`config.mk`:
```
export PLATFORM = sky130hd
export DESIGN_NAME = utf8_to_panel_char_folder_unit
export DESIGN_NICKNAME = d
export VERILOG_FILES = /design/src/rtl/u2p_pkg.sv /design/src/rtl/u2p_front.sv /design/src/rtl/u2p_queue.sv /design/src/rtl/u2p_back.sv /design/src/rtl/utf8_to_panel_char_folder_unit.sv
export VERILOG_INCLUDE_DIRS = /design/src /design/src/rtl
export SDC_FILE = /design/constraint.sdc
export NUM_CORES = 1
export LEC_CHECK = 0
export BUFFER_PORTS_ARGS = -buffer_cell sky130_fd_sc_hd__buf_2
export CAP_MARGIN = 25
export CORE_MARGIN = 10
export CORE_UTILIZATION = 28
export DETAILED_ROUTE_END_ITERATION = 7
export PLACE_DENSITY = 0.5
export SLEW_MARGIN = 20
export SYNTH_ARGS = -nofsm -noshare
export SYNTH_HDL_FRONTEND = slang
export SYNTH_SLANG_ARGS = --single-unit
```
`constraint.sdc`:
```
create_clock -name i_clk -period 8.5 [get_ports i_clk]
set_clock_uncertainty 0.05 [all_clocks]
set_input_delay 1.7 -clock i_clk [delete_from_list [all_inputs] [get_ports i_clk]]
set_output_delay 1.7 -clock i_clk [all_outputs]
set_load 0.01 [all_outputs]
```
`src/rtl/utf8_to_panel_char_folder_unit_defines.svh`:
```
// Assertion macros shared by the folder unit.
`ifndef UTF8_TO_PANEL_CHAR_FOLDER_UNIT_DEFINES_SVH
`define UTF8_TO_PANEL_CHAR_FOLDER_UNIT_DEFINES_SVH
`ifndef ASSERT_OFF
`define U2P_ASSERT(lbl, clk, rst_n, prop, msg) \
    lbl: assert property (@(posedge clk) disable iff (!rst_n) prop) else $error(msg);
`define U2P_ASSERT_IMPL(lbl, clk, rst_n, ante, cons, msg) \
    lbl: assert property (@(posedge clk) disable iff (!rst_n) (ante) |-> (cons)) else $error(msg);
`else
`define U2P_ASSERT(lbl, clk, rst_n, prop, msg)
`define U2P_ASSERT_IMPL(lbl, clk, rst_n, ante, cons, msg)
`endif
`endif

```
`src/rtl/u2p_pkg.sv`:
```
package u2p_pkg;

    localparam int          QDEPTH    = 2;
    localparam logic [7:0]  MARKER    = 8'h15;
    localparam logic [7:0]  QMARK     = 8'h3F;
    localparam logic [7:0]  LEAD_C3   = 8'hC3;
    localparam logic [7:0]  LEAD_C4   = 8'hC4;
    localparam logic [7:0]  LEAD_C5   = 8'hC5;
    localparam logic [7:0]  LEAD_D0   = 8'hD0;
    localparam logic [7:0]  LEAD_D1   = 8'hD1;
    localparam logic [7:0]  CYR_BASE  = 8'hA0;
    localparam logic [7:0]  D0_OFFSET = 8'h20;
    localparam logic [7:0]  D1_OFFSET = 8'h60;
    localparam logic [7:0]  CASE_STEP = 8'h20;

    typedef enum logic [0:0] {
        K_PASS,
        K_FOLD
    } t_kind;

    typedef struct packed {
        t_kind      kind;
        logic [7:0] lead;
        logic [7:0] data;
        logic       last;
    } t_item;

    localparam logic [7:0] CYR_TABLE [96] = '{
        8'h20, 8'hA2, 8'h3F, 8'h3F, 8'h3F, 8'h53, 8'h49, 8'h49,
        8'h4A, 8'h3F, 8'h3F, 8'h3F, 8'h3F, 8'h3F, 8'hCC, 8'h3F,
        8'h41, 8'hA0, 8'h42, 8'hA1, 8'hE0, 8'h45, 8'hA3, 8'hA4,
        8'hA5, 8'hA6, 8'h4B, 8'hA7, 8'h4D, 8'h48, 8'h4F, 8'hA8,
        8'h50, 8'h43, 8'h54, 8'hA9, 8'hAA, 8'h58, 8'hE1, 8'hAB,
        8'hAC, 8'hE2, 8'hAD, 8'hAE, 8'h62, 8'hAF, 8'hB0, 8'hB1,
        8'h61, 8'hB2, 8'hB3, 8'hB4, 8'hE3, 8'h65, 8'hB6, 8'hB7,
        8'hA5, 8'hB9, 8'hBA, 8'hBB, 8'hBC, 8'hBD, 8'h6F, 8'hBE,
        8'h70, 8'h63, 8'hBF, 8'h79, 8'hE4, 8'h78, 8'hE5, 8'hC0,
        8'hC1, 8'hE6, 8'hC2, 8'hC3, 8'hC4, 8'hC5, 8'hC6, 8'hC7,
        8'h4E, 8'hB5, 8'h3F, 8'h3F, 8'h3F, 8'h73, 8'h69, 8'h69,
        8'h6A, 8'h3F, 8'h3F, 8'h3F, 8'h3F, 8'h3F, 8'hCC, 8'h3F
    };

    function automatic logic in_rng(input logic [7:0] v, input logic [7:0] lo,
                                    input logic [7:0] hi);
        return (v >= lo) && (v <= hi);
    endfunction

    function automatic logic [7:0] by_parity(input logic [7:0] s, input logic up_par,
                                             input logic [7:0] upper);
        return (s[0] == up_par) ? upper : upper + CASE_STEP;
    endfunction

    function automatic logic [7:0] cyr_map(input logic [7:0] idx);
        logic [7:0] off;
        off = idx - CYR_BASE;
        if (idx < CYR_BASE) begin
            return idx;
        end
        return CYR_TABLE[off[6:0]];
    endfunction

    function automatic logic [7:0] fold_c3(input logic [7:0] s);
        if (in_rng(s, 8'h80, 8'h85)) return "A";
        if (in_rng(s, 8'h88, 8'h8B)) return "E";
        if (in_rng(s, 8'h8C, 8'h8F)) return "I";
        if (in_rng(s, 8'h92, 8'h96)) return "O";
        if (in_rng(s, 8'h99, 8'h9C)) return "U";
        if (in_rng(s, 8'hA0, 8'hA5)) return "a";
        if (in_rng(s, 8'hA8, 8'hAB)) return "e";
        if (in_rng(s, 8'hAC, 8'hAF)) return "i";
        if (in_rng(s, 8'hB2, 8'hB6)) return "o";
        if (in_rng(s, 8'hB9, 8'hBC)) return "u";
        return QMARK;
    endfunction

    function automatic logic [7:0] fold_c4(input logic [7:0] s);
        if (in_rng(s, 8'h80, 8'h85)) return by_parity(s, 1'b0, "A");
        if (in_rng(s, 8'h86, 8'h8D)) return by_parity(s, 1'b0, "C");
        if (in_rng(s, 8'h8E, 8'h91)) return by_parity(s, 1'b0, "D");
        if (in_rng(s, 8'h92, 8'h9B)) return by_parity(s, 1'b0, "E");
        if (in_rng(s, 8'h9C, 8'hA3)) return by_parity(s, 1'b0, "G");
        if (in_rng(s, 8'hA4, 8'hA7)) return by_parity(s, 1'b0, "H");
        if (in_rng(s, 8'hA8, 8'hB3)) return by_parity(s, 1'b0, "I");
        if (in_rng(s, 8'hB4, 8'hB5)) return by_parity(s, 1'b0, "J");
        if (in_rng(s, 8'hB6, 8'hB7)) return by_parity(s, 1'b0, "K");
        if (s == 8'hB8) return "k";
        if (in_rng(s, 8'hB9, 8'hBF)) return by_parity(s, 1'b1, "L");
        return QMARK;
    endfunction

    function automatic logic [7:0] fold_c5(input logic [7:0] s);
        if (in_rng(s, 8'h80, 8'h82)) return by_parity(s, 1'b1, "L");
        if (in_rng(s, 8'h83, 8'h88)) return by_parity(s, 1'b1, "N");
        if (s == 8'h89) return "n";
        if (in_rng(s, 8'h8A, 8'h8B)) return by_parity(s, 1'b0, "N");
        if (in_rng(s, 8'h8C, 8'h93)) return by_parity(s, 1'b0, "O");
        if (in_rng(s, 8'h94, 8'h99)) return by_parity(s, 1'b0, "R");
        if (in_rng(s, 8'h9A, 8'hA1)) return by_parity(s, 1'b0, "S");
        if (in_rng(s, 8'hA2, 8'hA7)) return by_parity(s, 1'b0, "T");
        if (in_rng(s, 8'hA8, 8'hB3)) return by_parity(s, 1'b0, "U");
        if (in_rng(s, 8'hB4, 8'hB5)) return by_parity(s, 1'b0, "W");
        if (in_rng(s, 8'hB6, 8'hB8)) return by_parity(s, 1'b0, "Y");
        if (in_rng(s, 8'hB9, 8'hBE)) return by_parity(s, 1'b1, "Z");
        return QMARK;
    endfunction

    function automatic logic [7:0] fold_pair(input logic [7:0] lead, input logic [7:0] s,
                                             input logic rus);
        logic [7:0] res;
        unique case (lead)
            LEAD_C3: res = fold_c3(s);
            LEAD_C4: res = fold_c4(s);
            LEAD_C5: res = fold_c5(s);
            LEAD_D0: res = rus ? cyr_map(s + D0_OFFSET) : QMARK;
            LEAD_D1: res = rus ? cyr_map(s + D1_OFFSET) : QMARK;
            default: res = QMARK;
        endcase
        return res;
    endfunction

endpackage

```
`src/rtl/u2p_front.sv`:
```
`include "utf8_to_panel_char_folder_unit_defines.svh"

module u2p_front (
    input  logic          i_clk,
    input  logic          i_rst_n,
    input  logic          i_valid,
    input  logic [7:0]    i_byte,
    input  logic          i_eos,
    input  logic          i_full,
    output logic          o_ready,
    output logic          o_push,
    output u2p_pkg::t_item o_item
);
    import u2p_pkg::*;

    logic [7:0] r_lead, n_lead;
    logic [1:0] r_pending, n_pending;
    logic       r_at_start, n_at_start;
    logic       accept;
    logic [1:0] tail_in;
    logic [1:0] tail_lead;
    logic [1:0] pend_dec;

    function automatic logic [1:0] tail_count(input logic [7:0] lead);
        if (in_rng(lead, 8'hC0, 8'hDF)) return 2'd1;
        if (in_rng(lead, 8'hE0, 8'hEF)) return 2'd2;
        if (in_rng(lead, 8'hF0, 8'hF7)) return 2'd3;
        return 2'd0;
    endfunction

    assign o_ready   = !i_full;
    assign accept    = i_valid && o_ready;
    assign tail_in   = tail_count(i_byte);
    assign tail_lead = tail_count(r_lead);
    assign pend_dec  = r_pending - 2'd1;

    always_comb begin
        n_lead      = r_lead;
        n_pending   = r_pending;
        n_at_start  = r_at_start;
        o_push      = 1'b0;
        o_item.kind = K_PASS;
        o_item.lead = r_lead;
        o_item.data = QMARK;
        o_item.last = i_eos;
        if (accept) begin
            if (r_pending == 2'd0) begin
                n_at_start = i_eos;
                if (r_at_start && i_byte == MARKER) begin
                    // drop the marker
                end else if (!i_byte[7]) begin
                    o_push      = 1'b1;
                    o_item.data = i_byte;
                end else if (tail_in == 2'd0 || i_eos) begin
                    o_push = 1'b1;
                end else begin
                    n_lead    = i_byte;
                    n_pending = tail_in;
                end
            end else if (pend_dec == 2'd0) begin
                o_push     = 1'b1;
                n_pending  = 2'd0;
                n_at_start = i_eos;
                if (tail_lead == 2'd1) begin
                    o_item.kind = K_FOLD;
                    o_item.data = i_byte;
                end
            end else if (i_eos) begin
                o_push     = 1'b1;
                n_pending  = 2'd0;
                n_at_start = 1'b1;
            end else begin
                n_pending = pend_dec;
            end
        end
    end

    always_ff @(posedge i_clk) begin
        r_lead <= n_lead;
        if (!i_rst_n) begin
            r_pending  <= 2'd0;
            r_at_start <= 1'b1;
        end else begin
            r_pending  <= n_pending;
            r_at_start <= n_at_start;
        end
    end

    `U2P_ASSERT_IMPL(a_pend_not_start, i_clk, i_rst_n, r_pending != 2'd0, !r_at_start, "start flag set mid-sequence")
    `U2P_ASSERT_IMPL(a_push_on_accept, i_clk, i_rst_n, o_push, accept, "push without accepted byte")

endmodule

```
`src/rtl/u2p_queue.sv`:
```
`include "utf8_to_panel_char_folder_unit_defines.svh"

module u2p_queue (
    input  logic           i_clk,
    input  logic           i_rst_n,
    input  logic           i_push,
    input  u2p_pkg::t_item i_item,
    output logic           o_full,
    input  logic           i_pop,
    output logic           o_valid,
    output u2p_pkg::t_item o_item
);
    import u2p_pkg::*;

    localparam int PW = (QDEPTH > 1) ? $clog2(QDEPTH) : 1;
    localparam int CW = $clog2(QDEPTH + 1);

    t_item          r_mem [QDEPTH];
    logic [PW-1:0]  r_wr_ptr, n_wr_ptr;
    logic [PW-1:0]  r_rd_ptr, n_rd_ptr;
    logic [CW-1:0]  r_count, n_count;

    assign o_full  = (r_count == CW'(QDEPTH));
    assign o_valid = (r_count != '0);
    assign o_item  = r_mem[r_rd_ptr];

    always_comb begin
        n_wr_ptr = i_push ? r_wr_ptr + 1'b1 : r_wr_ptr;
        n_rd_ptr = i_pop  ? r_rd_ptr + 1'b1 : r_rd_ptr;
        n_count  = r_count;
        if (i_push && !i_pop) begin
            n_count = r_count + 1'b1;
        end else if (!i_push && i_pop) begin
            n_count = r_count - 1'b1;
        end
    end

    always_ff @(posedge i_clk) begin
        if (i_push) begin
            r_mem[r_wr_ptr] <= i_item;
        end
    end

    always_ff @(posedge i_clk) begin
        if (!i_rst_n) begin
            r_wr_ptr <= '0;
            r_rd_ptr <= '0;
            r_count  <= '0;
        end else begin
            r_wr_ptr <= n_wr_ptr;
            r_rd_ptr <= n_rd_ptr;
            r_count  <= n_count;
        end
    end

    `U2P_ASSERT_IMPL(a_no_pop_empty, i_clk, i_rst_n, i_pop, o_valid, "pop from empty queue")
    `U2P_ASSERT(a_count_up, i_clk, i_rst_n, (i_rst_n && i_push && !i_pop) |=> (r_count == $past(r_count) + 1'b1), "queue count did not advance")

endmodule

```
`src/rtl/u2p_back.sv`:
```
`include "utf8_to_panel_char_folder_unit_defines.svh"

module u2p_back (
    input  logic           i_clk,
    input  logic           i_rst_n,
    input  logic           i_cfg_we,
    input  logic           i_cfg_wdata,
    input  logic           i_q_valid,
    input  u2p_pkg::t_item i_item,
    output logic           o_pop,
    output logic           o_valid,
    input  logic           i_ready,
    output logic [7:0]     o_char,
    output logic           o_last
);
    import u2p_pkg::*;

    logic       r_rus;
    logic       r_valid, n_valid;
    logic [7:0] r_char, n_char;
    logic       r_last, n_last;

    assign o_pop   = i_q_valid && (!r_valid || i_ready);
    assign o_valid = r_valid;
    assign o_char  = r_char;
    assign o_last  = r_last;

    always_comb begin
        n_valid = r_valid && !i_ready;
        n_char  = r_char;
        n_last  = r_last;
        if (o_pop) begin
            n_valid = 1'b1;
            n_last  = i_item.last;
            n_char  = (i_item.kind == K_FOLD) ? fold_pair(i_item.lead, i_item.data, r_rus)
                                              : i_item.data;
        end
    end

    always_ff @(posedge i_clk) begin
        r_char <= n_char;
        r_last <= n_last;
        if (!i_rst_n) begin
            r_rus   <= 1'b0;
            r_valid <= 1'b0;
        end else begin
            r_valid <= n_valid;
            if (i_cfg_we) begin
                r_rus <= i_cfg_wdata;
            end
        end
    end

    `U2P_ASSERT(a_pop_loads, i_clk, i_rst_n, (i_rst_n && o_pop) |=> r_valid, "popped item not presented")

endmodule

```
`src/rtl/utf8_to_panel_char_folder_unit.sv`:
```
// UTF-8 to panel character folder.
// Input stream: one source byte per transaction on i_s_tdata, i_s_tlast marks
// the final byte of a string. Output stream: one panel character per decoded
// source character on o_m_tdata, o_m_tlast marks the final character.
// A marker byte 0x15 at the start of a string and the leading bytes of a
// multi-byte character produce no output transaction.
// Throughput: one byte per cycle unless the queue is full; the front
// classifier tracks the multi-byte sequence state and hands items through a
// two-entry queue to the fold stage, which registers the result.
// An accepted byte is written into the queue, then popped, folded and
// captured in the output register, which presents its character to the
// receiver.
// When the receiver holds i_m_tready low, the output register holds its
// transaction, the queue fills, and o_s_tready falls once two items wait.
// Reset (i_rst_n low, synchronous) empties the queue and the output register,
// clears the Russian mode bit and returns to the start of a string.
// i_cfg_we writes i_cfg_wdata into the Russian mode bit; write it while idle.
module utf8_to_panel_char_folder_unit (
    input  logic       i_clk,
    input  logic       i_rst_n,
    input  logic       i_cfg_we,
    input  logic       i_cfg_wdata,
    input  logic       i_s_tvalid,
    output logic       o_s_tready,
    input  logic [7:0] i_s_tdata,   // [7:0] in_byte
    input  logic       i_s_tlast,
    output logic       o_m_tvalid,
    input  logic       i_m_tready,
    output logic [7:0] o_m_tdata,   // [7:0] panel_char
    output logic       o_m_tlast
);
    import u2p_pkg::*;

    t_item q_in_item, q_out_item;
    logic  q_push, q_full, q_pop, q_valid;

    u2p_front u_front (
        .i_clk   (i_clk),
        .i_rst_n (i_rst_n),
        .i_valid (i_s_tvalid),
        .i_byte  (i_s_tdata),
        .i_eos   (i_s_tlast),
        .i_full  (q_full),
        .o_ready (o_s_tready),
        .o_push  (q_push),
        .o_item  (q_in_item)
    );

    u2p_queue u_queue (
        .i_clk   (i_clk),
        .i_rst_n (i_rst_n),
        .i_push  (q_push),
        .i_item  (q_in_item),
        .o_full  (q_full),
        .i_pop   (q_pop),
        .o_valid (q_valid),
        .o_item  (q_out_item)
    );

    u2p_back u_back (
        .i_clk       (i_clk),
        .i_rst_n     (i_rst_n),
        .i_cfg_we    (i_cfg_we),
        .i_cfg_wdata (i_cfg_wdata),
        .i_q_valid   (q_valid),
        .i_item      (q_out_item),
        .o_pop       (q_pop),
        .o_valid     (o_m_tvalid),
        .i_ready     (i_m_tready),
        .o_char      (o_m_tdata),
        .o_last      (o_m_tlast)
    );

endmodule

```
==> results of run 1 <==
## path summary, 6_finish.rpt
path	startpoint	to	depth (start not counted)
worst max-delay path	flop	u_back.o_char[6]$_DFFE_PP_	11
worst min-delay path	u_front.r_lead[4]$_DFFE_PP_	u_queue.r_mem[0][13]$_DFFE_PP_	0
worst max register to register	flop	u_back.o_char[6]$_DFFE_PP_	11
worst min register to register	u_front.r_lead[4]$_DFFE_PP_	u_queue.r_mem[0][13]$_DFFE_PP_	0
## cells by family after synthesis
family,count (synthesis),share of synthesized area
muxes,28,0.0519
DFF,60,0.298
AOI/OAI and AO/OA,261,0.321
adders and majority gates,16,0.0350
buffers and inverters,72,0.0543
and+or+nand+nor,257,0.228
xor gates and xnor gates,8,0.0123
## state kept, by name, indices dropped and copies added, names as in the netlist, named ones only
register	cells
u_back.r_rus	1
u_front.r_lead	7
u_queue.r_wr_ptr	1
u_back.o_valid	1
u_queue.r_mem	34
u_queue.r_count	2
u_front.r_pending	2
u_queue.r_rd_ptr	1
u_back.o_last	1
u_front.r_at_start	1
u_back.o_char	8
## layer usage
metal,wire [um],up-vias,track usage
met3,1930,65,0.0321
met4,857,0,0.0697
met5,0,-,0
li1,-,2758,-
met1,9540,2902,0.216
met2,9570,322,0.241
## worst max-delay path, stage by stage (launching register included)
cell	delay (ns)
dfxtp_2	0.78
mux2i_1	0.28
buf_4	0.26
inv_1	0.32
ha_1	0.37
a222oi_1	0.87
nor3_1	0.12
o31ai_2	0.35
inv_2	0.06
nor4_2	0.29
o32ai_1	0.11
or4_1	0.50
## area by class of cell
type,count,area [um^2],share of cell area
inverter,21,78.8,0.0124
clock inverter,4,25.0,0.00393
multi-input combinational,570,3740,0.586
clock buffer,12,246,0.0387
timing repair buffer,41,245,0.0385
tap,270,338,0.0530
sequential,60,1700,0.267
## power by group through the flow
stage | Combinational, uW | Sequential, uW | Clock, uW
2_1_floorplan | 777 | 430 | 0
3_3_place_gp | 1100 | 453 | 0
3_5_place_dp | 1090 | 452 | 0
4_1_cts | 1090 | 446 | 345
5_1_grt | 1210 | 453 | 357
6_report | 1120 | 446 | 338
## through the flow
step | std cells | area [um^2] | util | setup slack [ns]
global placement | 961 | 6100 | 0.302 | 4.00
global route | 978 | 6370 | 0.316 | 3.61
finish | 978 | 6370 | 0.316 | 3.87
detailed placement | 962 | 6100 | 0.303 | 4.00
CTS | 978 | 6370 | 0.316 | 3.98
floorplan | 702 | 5710 | - | 4.72
## cell usage in the layout, fill, tap and decap left out, types with 5 or more instances in the layout
cell type | netlist | final
nand4_1 | 6 | 6
a31oi_1 | 14 | 14
xnor2_1 | 6 | 6
a21oi_1 | 42 | 42
inv_1 | 19 | 19
a211oi_1 | 7 | 7
o211ai_1 | 14 | 14
nor2b_1 | 6 | 6
dfxtp_1 | 10 | 9
nand3b_1 | 8 | 8
buf_2 | 14 | 25
mux2i_1 | 21 | 16
edfxtp_1 | 50 | 50
o2111ai_1 | 8 | 8
nor2_1 | 61 | 61
o221ai_1 | 7 | 7
nand2b_1 | 19 | 19
a22oi_1 | 13 | 13
nor3_1 | 24 | 24
nor4_1 | 6 | 6
clkbuf_16 | 0 | 9
a2111oi_0 | 7 | 7
mux2_2 | 5 | 5
o32ai_1 | 8 | 8
nand3_1 | 24 | 24
o31ai_1 | 5 | 5
and2_1 | 11 | 11
a311oi_1 | 5 | 5
o22ai_1 | 15 | 15
o21ai_0 | 50 | 50
ha_1 | 16 | 16
a221oi_1 | 7 | 7
buf_4 | 4 | 16
nand2_1 | 60 | 60
==> qor.yml, run 1 <==
setup_path:
  arrival_ns: 4.65
  reg2reg_slack_ns: 3.87
  crit_path_end_kind: "flop"
  cp.required_ns: 8.52
  cp-start-kind: "flop"
  setup.worst_path.class: "reg -> reg"
  worstPathMaxFanout: 31
floorplanning:
  dieHeight_um: 163
  num_io_pins: 26
  die-area_mm2: 0.0265
  coreArea_mm2: 0.0202
  initial_core_util: 0.283
  rows: 52
  fp.dieW_um: 163
clock_network:
  postCtsSetupBuffers: 0
  cts_buffers: 9
  h-tree-depth: 3
  clkLatencyLatePin_ns: 0.33
  cts_tree: "yes"
  clk_pin_slew_worst_paths_ns: 0.06
  cts_hold_buf: 0
  cts_root_buf: "clkbuf_16"
  ctsResizeCount: 0
  clock-sinks: 60
  cts_buffer_depth: 2
sta:
  setup_viol: 0
  fin_tns_setup_ns: 0
  relSlewSlack: 0.278
  hold_ws_ns: 0.400
  finalHoldViolCount: 0
  fmax_mhz: 216
  fin_crit_ns: 4.63
  rsz0062_at_grt: "false"
  finalCritPeriodShare: 0.545
  report.final.slew_viol_count: 0
  tightest_slew_ns: 1.08
routing:
  drtIter0Drc: 766
  ant_nets: 0
  drc: 0
  wirelength_mm: 21.9
  drtPass1Iterations: 5
  wl_per_cell_um: 22.4
  dr_total_vias: 6047
  viasPerCell: 6.18
synth:
  seq_area_frac_synth: 0.298
  yosys-top-cells-area: "edfxtp_1 26%, o21ai_0 4.4%, nor2_1 4.0%, nand2_1 3.9%, a21oi_1 3.7%"
  synth_ff_type: "edfxtp_1"
  ys_warn_count: 0
  syn_nets: 733
  synth-edff-count: 50
  synth_top_area_share: 0.263
  syn_area_per_cell_um2: 8.14
  synthMostInstantiatedCell: "nor2_1"
  synthCells: 702
  yosys.area.top_type: "edfxtp_1"
  synth_cell_types: 83
  ys_async_sr_fraction: 0
  netlist_top_cells_count: "61 x nor2_1, 60 x nand2_1, 50 x edfxtp_1, 50 x o21ai_0, 42 x a21oi_1"
  synth_area_mm2: 0.00571
  ys_seq_elements: 60
power_and_ir_drop:
  power_density_mw_per_mm2: 299
  leakagePower_uw: 0.00215
  clkPwrFrac: 0.177
  report.power.total_uw: 1910
  pwr-share-comb: 0.589
  switching_share: 0.495
  peakVddDrop_uv: 115
  seqPwrFrac: 0.234
  intPower_uw: 964
  p_switching_uw: 944
placed_design:
  io_buffers: 25
  dpl.hpwl_mm: 15.8
  place.gp.congestion: 0.935
global_routing:
  grt_max_degree: 36
  antenna_found_initial: 0
  grt_pass1_vias: 5784
  grt_overflow_total: 0
  track_usage: 0.160
  grt_first_pass_wirelength_mm: 33.7
finish:
  final_layout_size_suffix_gt1_frac: 0.114
  nets: 734
  nFillCells: 2169
  diodes: 0
  area_growth_pct: 11.6
status:
  outcome: "completed"
job:
  cap_violations: 0
hold_path:
  min_path_type: "reg -> reg"
Power figures use the tool's default switching activity.
==> run 2, diff against run 1 <==
clock period = 4.8 ns   (was 8.5 ns; I/O delays follow)
==> run 2 against run 1 <==
Effect of this change: sequential share of layout area shrank 0.51 points; largest power group unchanged; cell count increased by 1.0%; maximum frequency increased by 6.1%.
==> qor.yml, run 2 (same netlist as run 1, synthesis figures left out) <==
floorplanning:
  die-area_mm2: 0.0265
  dieHeight_um: 163
  rows: 52
  coreArea_mm2: 0.0202
  initial_core_util: 0.283
  fp.dieW_um: 163
  num_io_pins: 26
finish:
  nFillCells: 2149
  final_cell_mix: "61 x nor2_1, 60 x nand2_1, 50 x o21ai_0, 50 x edfxtp_1, 42 x a21oi_1"
  nets: 744
  top_register: "u_queue.r_mem"
  final_layout_size_suffix_gt1_frac: 0.127
  layout.area.seq_mm2: 0.00170
  area_growth_pct: 13.7
  mostFrequentLayoutCell: "nor2_1"
  multi_input_area_mm2: 0.00374
  diodes: 0
  largest_reg_flops: 34
clock_network:
  clock-sinks: 60
  clkLatencyLatePin_ns: 0.33
  cts_hold_buf: 0
  postCtsSetupBuffers: 0
  h-tree-depth: 3
  clk_pin_slew_worst_paths_ns: 0.06
  cts_buffer_depth: 2
  ctsResizeCount: 0
  cts_buffers: 9
  cts_tree: "yes"
  cts_root_buf: "clkbuf_16"
setup_path:
  setup.worst_path.class: "reg -> reg"
  crit_chain: "mux2i_2 > ha_1 > nor4bb_1 > o21ai_0 > or2_2 > a221oi_1 > nor3_1 > a2111oi_0 > a22oi_1"
  cp.required_ns: 4.78
  arrival_ns: 4.35
  worstPathMaxFanout: 31
  cp-start-kind: "flop"
  crit_path_end_kind: "flop"
  max_stage_delay_ns: 0.75
  crit_path_top_delay_cell: "dfxtp_2"
sta:
  finalHoldViolCount: 0
  setup_viol: 0
  rsz0062_at_grt: "false"
  relSlewSlack: 0.258
  tightest_slew_ns: 1.11
  hold_ws_ns: 0.398
  report.final.slew_viol_count: 0
  finalCritPeriodShare: 0.909
  fin_crit_ns: 4.36
  fin_tns_setup_ns: 0
  fmax_mhz: 229
global_routing:
  antenna_found_initial: 0
  grt_pass1_vias: 5845
  track_usage: 0.163
  grt_first_pass_wirelength_mm: 34.5
  grt_max_degree: 33
  grt_overflow_total: 0
routing:
  drc: 0
  drtPass1Iterations: 5
  wl_per_cell_um: 22.4
  ant_nets: 0
  viasPerCell: 6.11
  drtIter0Drc: 589
  wirelength_mm: 22.1
  dr_total_vias: 6032
power_and_ir_drop:
  peakVddDrop_uv: 224
  power_density_mw_per_mm2: 542
  leakagePower_uw: 0.00222
placed_design:
  io_buffers: 25
  place.gp.congestion: 0.942
  dpl.hpwl_mm: 16.3
job:
  cap_violations: 0
hold_path:
  min_path_type: "reg -> reg"
status:
  outcome: "completed"
==> run 2: cell count changes in the layout (fill, tap and decap cells not counted), sizes merged <==
| cell | delta |
|---|---|
| buf | +10 |
| bufinv | +2 |
| clkbuf | -1 |
| clkinvlp | -1 |
==> run 2: metrics by stage <==
stage / cell area, um^2 / worst slack [ns] / utilization / total power (uW) / std cells
finish: 6500 / 0.435 / 0.322 / 3520 / 988
floorplan: 5710 / 1.10 / - / 2140 / 702
global route: 6500 / 0.200 / 0.322 / 3730 / 988
detailed placement: 6180 / 0.549 / 0.306 / 2770 / 972
global placement: 6180 / 0.458 / 0.306 / 2800 / 972
CTS: 6500 / 0.537 / 0.322 / 3480 / 988
==> run 2: worst max-delay path, delay by kind of cell, from the launching register on <==
family          cells  cell delay (ns)
flops               1             0.75
compound gates      4             1.83
mux                 1             0.36
simple gates        3             0.87
fa+ha+maj           1             0.20
==> run 2: layout make-up <==
type	instances	share of cell area
clock inverter	5	0.0117
sequential	60	0.262
clock buffer	11	0.0374
timing repair buffer	51	0.0493
inverter	21	0.0121
multi-input combinational	570	0.575
tap	270	0.0520
==> run 2: final timing paths <==
| check | startpoint | end | slack [ns] | cells after the start |
|---|---|---|---|---|
| max | flop | u_back.o_char[4]$_DFFE_PP_ | 0.44 | 9 |
| min | u_front.r_lead[4]$_DFFE_PP_ | u_queue.r_mem[0][13]$_DFFE_PP_ | 0.40 | 0 |
| max reg2reg | flop | u_back.o_char[4]$_DFFE_PP_ | 0.44 | 9 |
| min reg2reg | u_front.r_lead[4]$_DFFE_PP_ | u_queue.r_mem[0][13]$_DFFE_PP_ | 0.40 | 0 |
==> run 2: per-layer routing <==
layer | routed length (um) | vias to the layer above | global-route usage
li1 | - | 2780 | -
met1 | 9560 | 2894 | 0.215
met2 | 10100 | 306 | 0.254
met3 | 1750 | 52 | 0.0324
met4 | 737 | 0 | 0.0689
met5 | 0 | - | 0
==> run 2: power by group <==
| group | switching (uW) | internal [uW] | leakage (uW) |
|---|---|---|---|
| Combinational | 1350 | 686 | 0.00154 |
| Clock | 237 | 466 | 0.000153 |
| Sequential | 93.0 | 694 | 0.000527 |
